$ cat config.mk
export PLATFORM = sky130hd
export DESIGN_NAME = cordic_octant_direction_angle_top
export DESIGN_NICKNAME = d
export VERILOG_FILES = /design/src/hdl/cocda_pkg.sv /design/src/hdl/cocda_prep.sv /design/src/hdl/cocda_cordic.sv /design/src/hdl/cocda_map.sv /design/src/hdl/cordic_octant_direction_angle_top.sv
export SDC_FILE = /design/constraint.sdc
export NUM_CORES = 2
export LEC_CHECK = 0
export BUFFER_PORTS_ARGS = -buffer_cell sky130_fd_sc_hd__buf_2
export CAP_MARGIN = 10
export CORE_UTILIZATION = 40
export DETAILED_ROUTE_END_ITERATION = 8
export SLEW_MARGIN = 5
export SYNTH_ARGS = -nofsm -noshare
export SYNTH_HDL_FRONTEND = slang
export SYNTH_SLANG_ARGS = --single-unit
export TNS_END_PERCENT = 5
$ cat constraint.sdc
create_clock -name i_clk -period 10.75 [get_ports i_clk]
set_input_delay 1.075 -clock i_clk [delete_from_list [all_inputs] [get_ports i_clk]]
set_output_delay 1.075 -clock i_clk [all_outputs]
set_load 0.02 [all_outputs]
$ cat src/hdl/cocda_pkg.sv
// Package for the CORDIC octant direction angle block.
// Types and widths shared by all pipeline parts, and the arctangent step table for the CORDIC.
// No dependencies.
package cocda_pkg;

    localparam int ITERATIONS   = 12;
    localparam int IN_W         = 16;
    localparam int MAG_W        = IN_W + 1;
    localparam int CW           = 20;
    localparam int AW           = 13;
    localparam int ANG_W        = 12;
    localparam int DIR_W        = 13;

    localparam logic [MAG_W-1:0] SMALL_LIMIT   = MAG_W'(2048);
    localparam logic [ANG_W-1:0] QUARTER_TURN  = ANG_W'(2048);
    localparam logic [DIR_W:0]   DIR_QUARTER   = (DIR_W + 1)'(2048);
    localparam logic [DIR_W:0]   DIR_3_QUARTER = (DIR_W + 1)'(6144);

    typedef struct packed {
        logic signed [IN_W-1:0] vec_x;
        logic signed [IN_W-1:0] vec_y;
    } t_in_req;

    typedef struct packed {
        logic [DIR_W-1:0] direction_angle;
        logic             small_vector;
    } t_out_req;

    typedef struct packed {
        logic is_small;
        logic x_neg;
        logic y_neg;
        logic x_zero;
    } t_meta;

    typedef struct packed {
        logic signed [CW-1:0] x;
        logic signed [CW-1:0] y;
        logic signed [AW-1:0] acc;
        t_meta                meta;
    } t_work;

    // 1024 = 45 degrees
    function automatic logic signed [AW-1:0] atan_step(input logic [3:0] idx);
        logic signed [AW-1:0] v;
        case (idx)
            4'd0:    v = AW'(1024);
            4'd1:    v = AW'(605);
            4'd2:    v = AW'(319);
            4'd3:    v = AW'(162);
            4'd4:    v = AW'(81);
            4'd5:    v = AW'(41);
            4'd6:    v = AW'(20);
            4'd7:    v = AW'(10);
            4'd8:    v = AW'(5);
            4'd9:    v = AW'(3);
            4'd10:   v = AW'(1);
            4'd11:   v = AW'(1);
            default: v = '0;
        endcase
        return v;
    endfunction

endpackage

$ cat src/hdl/cocda_prep.sv
// Input stage: magnitudes, small-vector test and sign flags, registered.
// Depends on cocda_pkg.
module cocda_prep
    import cocda_pkg::*;
(
    input  logic    i_clk,
    input  logic    i_rst_n,
    input  logic    i_valid,
    output logic    o_ready,
    input  t_in_req i_req,
    output logic    o_valid,
    input  logic    i_ready,
    output t_work   o_work
);

    logic             r_valid;
    t_work            r_work;
    t_work            n_work;
    logic [MAG_W-1:0] w_ext_x;
    logic [MAG_W-1:0] w_ext_y;
    logic [MAG_W-1:0] w_mag_x;
    logic [MAG_W-1:0] w_mag_y;

    assign o_ready = !r_valid || i_ready;
    assign o_valid = r_valid;
    assign o_work  = r_work;

    assign w_ext_x = {i_req.vec_x[IN_W-1], i_req.vec_x};
    assign w_ext_y = {i_req.vec_y[IN_W-1], i_req.vec_y};
    // -32768 gives 32768 as unsigned magnitude
    assign w_mag_x = i_req.vec_x[IN_W-1] ? (~w_ext_x + MAG_W'(1)) : w_ext_x;
    assign w_mag_y = i_req.vec_y[IN_W-1] ? (~w_ext_y + MAG_W'(1)) : w_ext_y;

    always_comb begin
        n_work                = '0;
        n_work.x              = CW'(w_mag_x);
        n_work.y              = CW'(w_mag_y);
        n_work.acc            = '0;
        n_work.meta.is_small  = (w_mag_x < SMALL_LIMIT) && (w_mag_y < SMALL_LIMIT);
        n_work.meta.x_neg     = i_req.vec_x[IN_W-1];
        n_work.meta.y_neg     = i_req.vec_y[IN_W-1];
        n_work.meta.x_zero    = (w_mag_x == '0);
    end

    always_ff @(posedge i_clk) begin
        if (!i_rst_n) begin
            r_valid <= 1'b0;
        end else if (o_ready) begin
            r_valid <= i_valid;
        end
    end

    always_ff @(posedge i_clk) begin
        if (o_ready && i_valid) begin
            r_work <= n_work;
        end
    end

endmodule

$ cat src/hdl/cocda_cordic.sv
// Vectoring CORDIC: one registered stage per iteration, own valid per stage.
// Depends on cocda_pkg.
module cocda_cordic
    import cocda_pkg::*;
(
    input  logic  i_clk,
    input  logic  i_rst_n,
    input  logic  i_valid,
    output logic  o_ready,
    input  t_work i_work,
    output logic  o_valid,
    input  logic  i_ready,
    output t_work o_work
);

    logic  r_valid       [ITERATIONS];
    t_work r_work        [ITERATIONS];
    t_work w_src         [ITERATIONS];
    logic  w_src_valid   [ITERATIONS];
    logic  w_stage_ready [ITERATIONS];

    assign o_ready = w_stage_ready[0];
    assign o_valid = r_valid[ITERATIONS-1];
    assign o_work  = r_work[ITERATIONS-1];

    for (genvar k = 0; k < ITERATIONS; k++) begin : g_stage
        logic                 w_down_ready;
        logic signed [CW-1:0] w_xs;
        logic signed [CW-1:0] w_ys;
        t_work                n_work;

        if (k == 0) begin : g_first
            assign w_src[k]       = i_work;
            assign w_src_valid[k] = i_valid;
        end else begin : g_next
            assign w_src[k]       = r_work[k-1];
            assign w_src_valid[k] = r_valid[k-1];
        end

        if (k == ITERATIONS - 1) begin : g_last
            assign w_down_ready = i_ready;
        end else begin : g_mid
            assign w_down_ready = w_stage_ready[k+1];
        end

        assign w_stage_ready[k] = !r_valid[k] || w_down_ready;

        assign w_xs = w_src[k].x >>> k;
        assign w_ys = w_src[k].y >>> k;

        // y == 0 takes the negative branch
        always_comb begin
            n_work = w_src[k];
            if (w_src[k].y > 0) begin
                n_work.x   = w_src[k].x + w_ys;
                n_work.y   = w_src[k].y - w_xs;
                n_work.acc = w_src[k].acc + atan_step(4'(k));
            end else begin
                n_work.x   = w_src[k].x - w_ys;
                n_work.y   = w_src[k].y + w_xs;
                n_work.acc = w_src[k].acc - atan_step(4'(k));
            end
        end

        always_ff @(posedge i_clk) begin
            if (!i_rst_n) begin
                r_valid[k] <= 1'b0;
            end else if (w_stage_ready[k]) begin
                r_valid[k] <= w_src_valid[k];
            end
        end

        always_ff @(posedge i_clk) begin
            if (w_stage_ready[k] && w_src_valid[k]) begin
                r_work[k] <= n_work;
            end
        end
    end

endmodule

$ cat src/hdl/cocda_map.sv
// Output stage: clamps the CORDIC angle, maps it by quadrant to a full-circle
// direction (0 with small_vector set for small vectors); output register. Depends on cocda_pkg.
module cocda_map
    import cocda_pkg::*;
(
    input  logic     i_clk,
    input  logic     i_rst_n,
    input  logic     i_valid,
    output logic     o_ready,
    input  t_work    i_work,
    output logic     o_valid,
    input  logic     i_ready,
    output t_out_req o_req
);

    logic             r_valid;
    t_out_req         r_req;
    t_out_req         n_req;
    logic [ANG_W-1:0] w_angle;
    logic [DIR_W:0]   w_base;
    logic [DIR_W:0]   w_dir;

    assign o_ready = !r_valid || i_ready;
    assign o_valid = r_valid;
    assign o_req   = r_req;

    always_comb begin
        if (i_work.meta.x_zero) begin
            w_angle = QUARTER_TURN;
        end else if (i_work.acc < 0) begin
            w_angle = '0;
        end else if (i_work.acc > AW'(QUARTER_TURN)) begin
            w_angle = QUARTER_TURN;
        end else begin
            w_angle = i_work.acc[ANG_W-1:0];
        end
    end

    assign w_base = i_work.meta.x_neg ? DIR_3_QUARTER : DIR_QUARTER;

    // full turn wraps to 0 through truncation
    assign w_dir = (i_work.meta.x_neg ^ i_work.meta.y_neg)
                 ? (w_base - (DIR_W + 1)'(w_angle))
                 : (w_base + (DIR_W + 1)'(w_angle));

    always_comb begin
        if (i_work.meta.is_small) begin
            n_req.direction_angle = '0;
            n_req.small_vector    = 1'b1;
        end else begin
            n_req.direction_angle = w_dir[DIR_W-1:0];
            n_req.small_vector    = 1'b0;
        end
    end

    always_ff @(posedge i_clk) begin
        if (!i_rst_n) begin
            r_valid <= 1'b0;
        end else if (o_ready) begin
            r_valid <= i_valid;
        end
    end

    always_ff @(posedge i_clk) begin
        if (o_ready && i_valid) begin
            r_req <= n_req;
        end
    end

endmodule

$ cat src/hdl/cordic_octant_direction_angle_top.sv
// CORDIC octant direction angle, top level.
// Pipeline: input stage, one stage per CORDIC iteration, output stage.
// Throughput: one request per cycle while the output is not stalled.
// Every stage has its own valid bit and may fill while later stages stall.
// Synchronous active-low reset clears all valid bits; data registers are not reset.
// Depends on cocda_pkg, cocda_prep, cocda_cordic, cocda_map.
module cordic_octant_direction_angle_top
    import cocda_pkg::*;
(
    input  logic     i_clk,
    input  logic     i_rst_n,
    input  logic     i_in_valid,
    output logic     o_in_ready,
    input  t_in_req  i_in_req,
    output logic     o_out_valid,
    input  logic     i_out_ready,
    output t_out_req o_out_req
);

    logic  w_prep_valid;
    logic  w_prep_ready;
    t_work w_prep_work;
    logic  w_cordic_valid;
    logic  w_cordic_ready;
    t_work w_cordic_work;

    cocda_prep u_prep (
        .i_clk   (i_clk),
        .i_rst_n (i_rst_n),
        .i_valid (i_in_valid),
        .o_ready (o_in_ready),
        .i_req   (i_in_req),
        .o_valid (w_prep_valid),
        .i_ready (w_prep_ready),
        .o_work  (w_prep_work)
    );

    cocda_cordic u_cordic (
        .i_clk   (i_clk),
        .i_rst_n (i_rst_n),
        .i_valid (w_prep_valid),
        .o_ready (w_prep_ready),
        .i_work  (w_prep_work),
        .o_valid (w_cordic_valid),
        .i_ready (w_cordic_ready),
        .o_work  (w_cordic_work)
    );

    cocda_map u_map (
        .i_clk   (i_clk),
        .i_rst_n (i_rst_n),
        .i_valid (w_cordic_valid),
        .o_ready (w_cordic_ready),
        .i_work  (w_cordic_work),
        .o_valid (o_out_valid),
        .i_ready (i_out_ready),
        .o_req   (o_out_req)
    );

endmodule
==> qor.yml <==
sta:
  hold_viol_final: 0
  tns_ns: 0
  slew_headroom: 0.235
  setup_violations: 0
  post-route-min-period_ns: 5.95
  maxSlewViolCount: 0
  skew_ns: 0.0200
  tightest_slew_ns: 1.15
  fmax_ghz: 0.168
  fin_crit_sh: 0.554
  rsz0062_at_grt: "no"
placement:
  dp_cells: 6456
  io_buffers: 50
  place_hpwl_microns: 84400
  gp_congestion: 0.890
routing:
  drcViolationCount: 0
  vias: 35094
  drt_wl_total_microns: 107000
  drt_iter0_markers: 2114
  firstDrtPassIters: 6
  wire_per_inst_microns: 16.3
  final_antenna_net_count: 0
  via_per_inst: 5.32
global_route:
  grt_util_met3: 0.0201
  grt_max_degree: 58
  grt-busiest-layer: "met2"
  grtUsageMet1: 0.228
  grt_util_met2: 0.298
  grt_pass1_wl_microns: 173000
  globalRouteTotalUtil: 0.172
  grt_overflow: 0
  antenna_found_initial: 0
  grt_pass1_vias: 33392
critical_path:
  worstSetupStartpoint: "u_cordic.r_work[1][143]"
  arrival_ns: 6.34
  crit_path_frequent_cell: "a21oi_1"
  required_ns: 11.14
  endpoint_kind: "flip-flop"
  reg2reg_depth: 19
  cp_max_fo: 20
  critical_path_buf_inv_count: 2
  rr_endpoint: "u_cordic.r_work[1][206]"
  cp.depth: 19
  crit_path_start_kind: "flip-flop"
  path_delay_family: "compound AO/OA/AOI/OAI gates"
  reg2reg_slack_ns: 4.80
  r2r_start: "u_cordic.r_work[1][143]"
  crit_type: "flip-flop to flip-flop"
  critical_path.max_stage_delay_ns: 0.70
  critPathSlowestCell: "or4_1"
  crit_chain: "or4_1 > or3_1 > nor2_1 > a31oi_2 > buf_4 > inv_1 > nor2_1 > xor2_1 > ha_1 > a21o_1 > a21oi_1 > o21ai_0 > a21oi_1 > nor2b_1 > o31ai_1 > a21boi_0 > o21ai_0 > a21oi_1 > xor2_1"
floorplan:
  initial_core_util: 0.404
  rows: 127
  dieArea_sq_mm: 0.123
  core-area_sq_mm: 0.120
  die_y_microns: 350
  die_x_microns: 350
  io_pins: 52
cts:
  cts_hold_buf: 0
  cts_buffer_depth: 3
  numClockSinks: 645
  cts_root_buffer: "clkbuf_16"
  cts_tree: "done"
  htreeDepth: 3
  cts_buffers: 76
  cts_resized: 0
  post_cts_buffers: 0
  clk_pin_slew_ns: 0.06
  insertion_delay_ns: 0.65
finish:
  multi_input_area_sq_mm: 0.0280
  final_nets: 5530
  drive_above_1_share: 0.0522
  syn2layout_area_growth_pct: 9.94
  finalNonFillerCells: 6595
  seqCellArea_sq_mm: 0.0193
  fillers: 11319
  diodes: 0
synth:
  synth_top_area_cell: "edfxtp_1"
  synth_edf_count: 642
  ys.flop_type: "edfxtp_1"
  async_reset_ff_frac: 0
  synth_area_leaders: "edfxtp_1, ha_1, xnor2_1"
  syn_avg_cell_area_sq_um: 10.0
  syn_inst: 4834
  yosysTopAreaCellShare: 0.398
  syn_area_sq_mm: 0.0485
  yosysUniqueCellTypes: 77
  ys_ff_latch: 645
  yosysWarningCount: 0
  seq_area_frac_synth: 0.399
min_path:
  holdPathStages: 0
  hold_path_class: "flip-flop to flip-flop"
  worstHoldStart: "u_cordic.r_work[0][2]"
  hold_end: "u_cordic.r_work[0][59]"
pwr:
  seqPwrFrac: 0.455
  p_switching_w: 0.00167
  power.internal_w: 0.00479
  clockPowerShare: 0.400
  max-vdd-ir-drop_uv: 127
  static-leakage-power_nw: 20.7
  pwr-share-comb: 0.145
  power.density_mw_per_mm2: 121
  switching_share: 0.259
job:
  drv_cap: 0
status:
  outcome: "completed"
## synthesized netlist by cell type, types with 8 or more instances
cell      count
edfxtp_1    642
a21oi_1     378
or3_1        41
fa_1         29
clkbuf_1     60
o21bai_1     54
and2_1       29
or2_2        21
nand2_1     278
o41ai_1      36
a31o_2       10
nor2_1      456
nor3_1      118
or4_1        25
o21a_1       80
nand2b_1     77
nor4b_1       8
nand3b_1      8
xor2_1      217
a21o_1      107
nand3_1      70
ha_1        542
nor4_1       52
a31oi_1      29
a211oi_1     35
o31ai_1      64
nor2b_1      84
o211ai_1     11
a21boi_0     36
o21ai_0     295
xnor2_1     490
inv_1       261
o41a_1       11
mux2i_1      17
and3_1       28
nand4_1      13
a41o_1        8
## final cells by class
type,count,area share
Inverter,266,0.0187
Tap cell,1612,0.0379
Clock inverter,48,0.00935
Timing Repair Buffer,78,0.00864
Clock buffer,90,0.0377
Multi-Input combinational cell,3856,0.525
Sequential cell,645,0.363
## state kept, by name, indices dropped and copies added, names as in the netlist
signal,cells
u_cordic.r_work,580
u_cordic.r_valid,12
u_prep.o_valid,1
u_prep.o_work,38
u_map.o_req,13
u_map.o_valid,1
## routing by layer
layer  vias up  share of wire
met5         -              0
met4         0          0.020
met3       144          0.032
met2       537           0.48
met1     16624           0.47
li1      17789              -
## through the flow
step | hold slack [ns] | setup slack [ns] | util | total power [W] | instance area (sq um)
6_report | 0.415 | 4.80 | 0.444 | 0.00646 | 53300
5_1_grt | 0.421 | 4.19 | 0.444 | 0.00674 | 53300
2_1_floorplan | 0.400 | 4.09 | - | 0.00370 | 48500
4_1_cts | 0.414 | 4.84 | 0.444 | 0.00654 | 53300
3_5_place_dp | 0.405 | 4.86 | 0.423 | 0.00393 | 50800
3_3_place_gp | 0.401 | 4.90 | 0.423 | 0.00392 | 50800
## cell usage in the layout (no fill, tap or decap), drive strengths merged, types with 11 or more instances in the layout
master | netlist | final
nor2b | 84 | 84
mux2i | 17 | 17
clkinv | 4 | 35
and3 | 28 | 28
xor2 | 217 | 217
a31oi | 29 | 29
edfxtp | 642 | 642
o211ai | 11 | 11
a21o | 107 | 107
o31ai | 65 | 65
nor2 | 457 | 457
o41a | 11 | 11
o21bai | 54 | 54
or3 | 41 | 41
nor3 | 118 | 118
nand3 | 70 | 70
a21boi | 36 | 36
o21ai | 295 | 295
and2 | 31 | 31
nand2 | 278 | 278
or4 | 25 | 25
a21oi | 378 | 378
fa | 29 | 29
nor4 | 52 | 52
ha | 542 | 542
inv | 262 | 265
buf | 9 | 78
nand4 | 13 | 13
a211oi | 35 | 35
o21a | 80 | 80
o41ai | 37 | 37
nand2b | 77 | 77
clkbuf | 60 | 90
or2 | 21 | 21
xnor2 | 490 | 490
## power groups by stage
stage,logic (W),clock network [W],registers [W]
5_1_grt,0.00105,0.00274,0.00295
6_report,0.000938,0.00259,0.00294
3_5_place_dp,0.000935,0,0.00299
3_3_place_gp,0.000927,0,0.00299
4_1_cts,0.000940,0.00265,0.00294
2_1_floorplan,0.000736,0,0.00297
## logic make-up after synthesis
group                      after synthesis  share of synthesized area
and+or+nand+nor                       1331                      0.131
adders and majority gates              571                      0.152
xor gates and xnor gates               707                      0.128
AOI/OAI and AO/OA                     1220                      0.158
other                                    1                  0.0000774
muxes                                   24                    0.00514
DFF                                    645                      0.399
buffers and inverters                  335                     0.0264
## worst max-delay path by stage
| stage | slack, ns | endpoint |
|---|---|---|
| after floorplan | 4.09 | u_cordic.r_valid[2][0] |
| after detailed placement | 4.86 | u_cordic.r_work[1][35] |
| after global placement | 4.90 | u_cordic.r_work[1][35] |
| after CTS | 4.84 | u_cordic.r_work[1][35] |
| after global routing | 4.19 | u_cordic.r_work[0][224] |
| final | 4.80 | u_cordic.r_work[1][206] |
(Power assumes the default switching activity.)
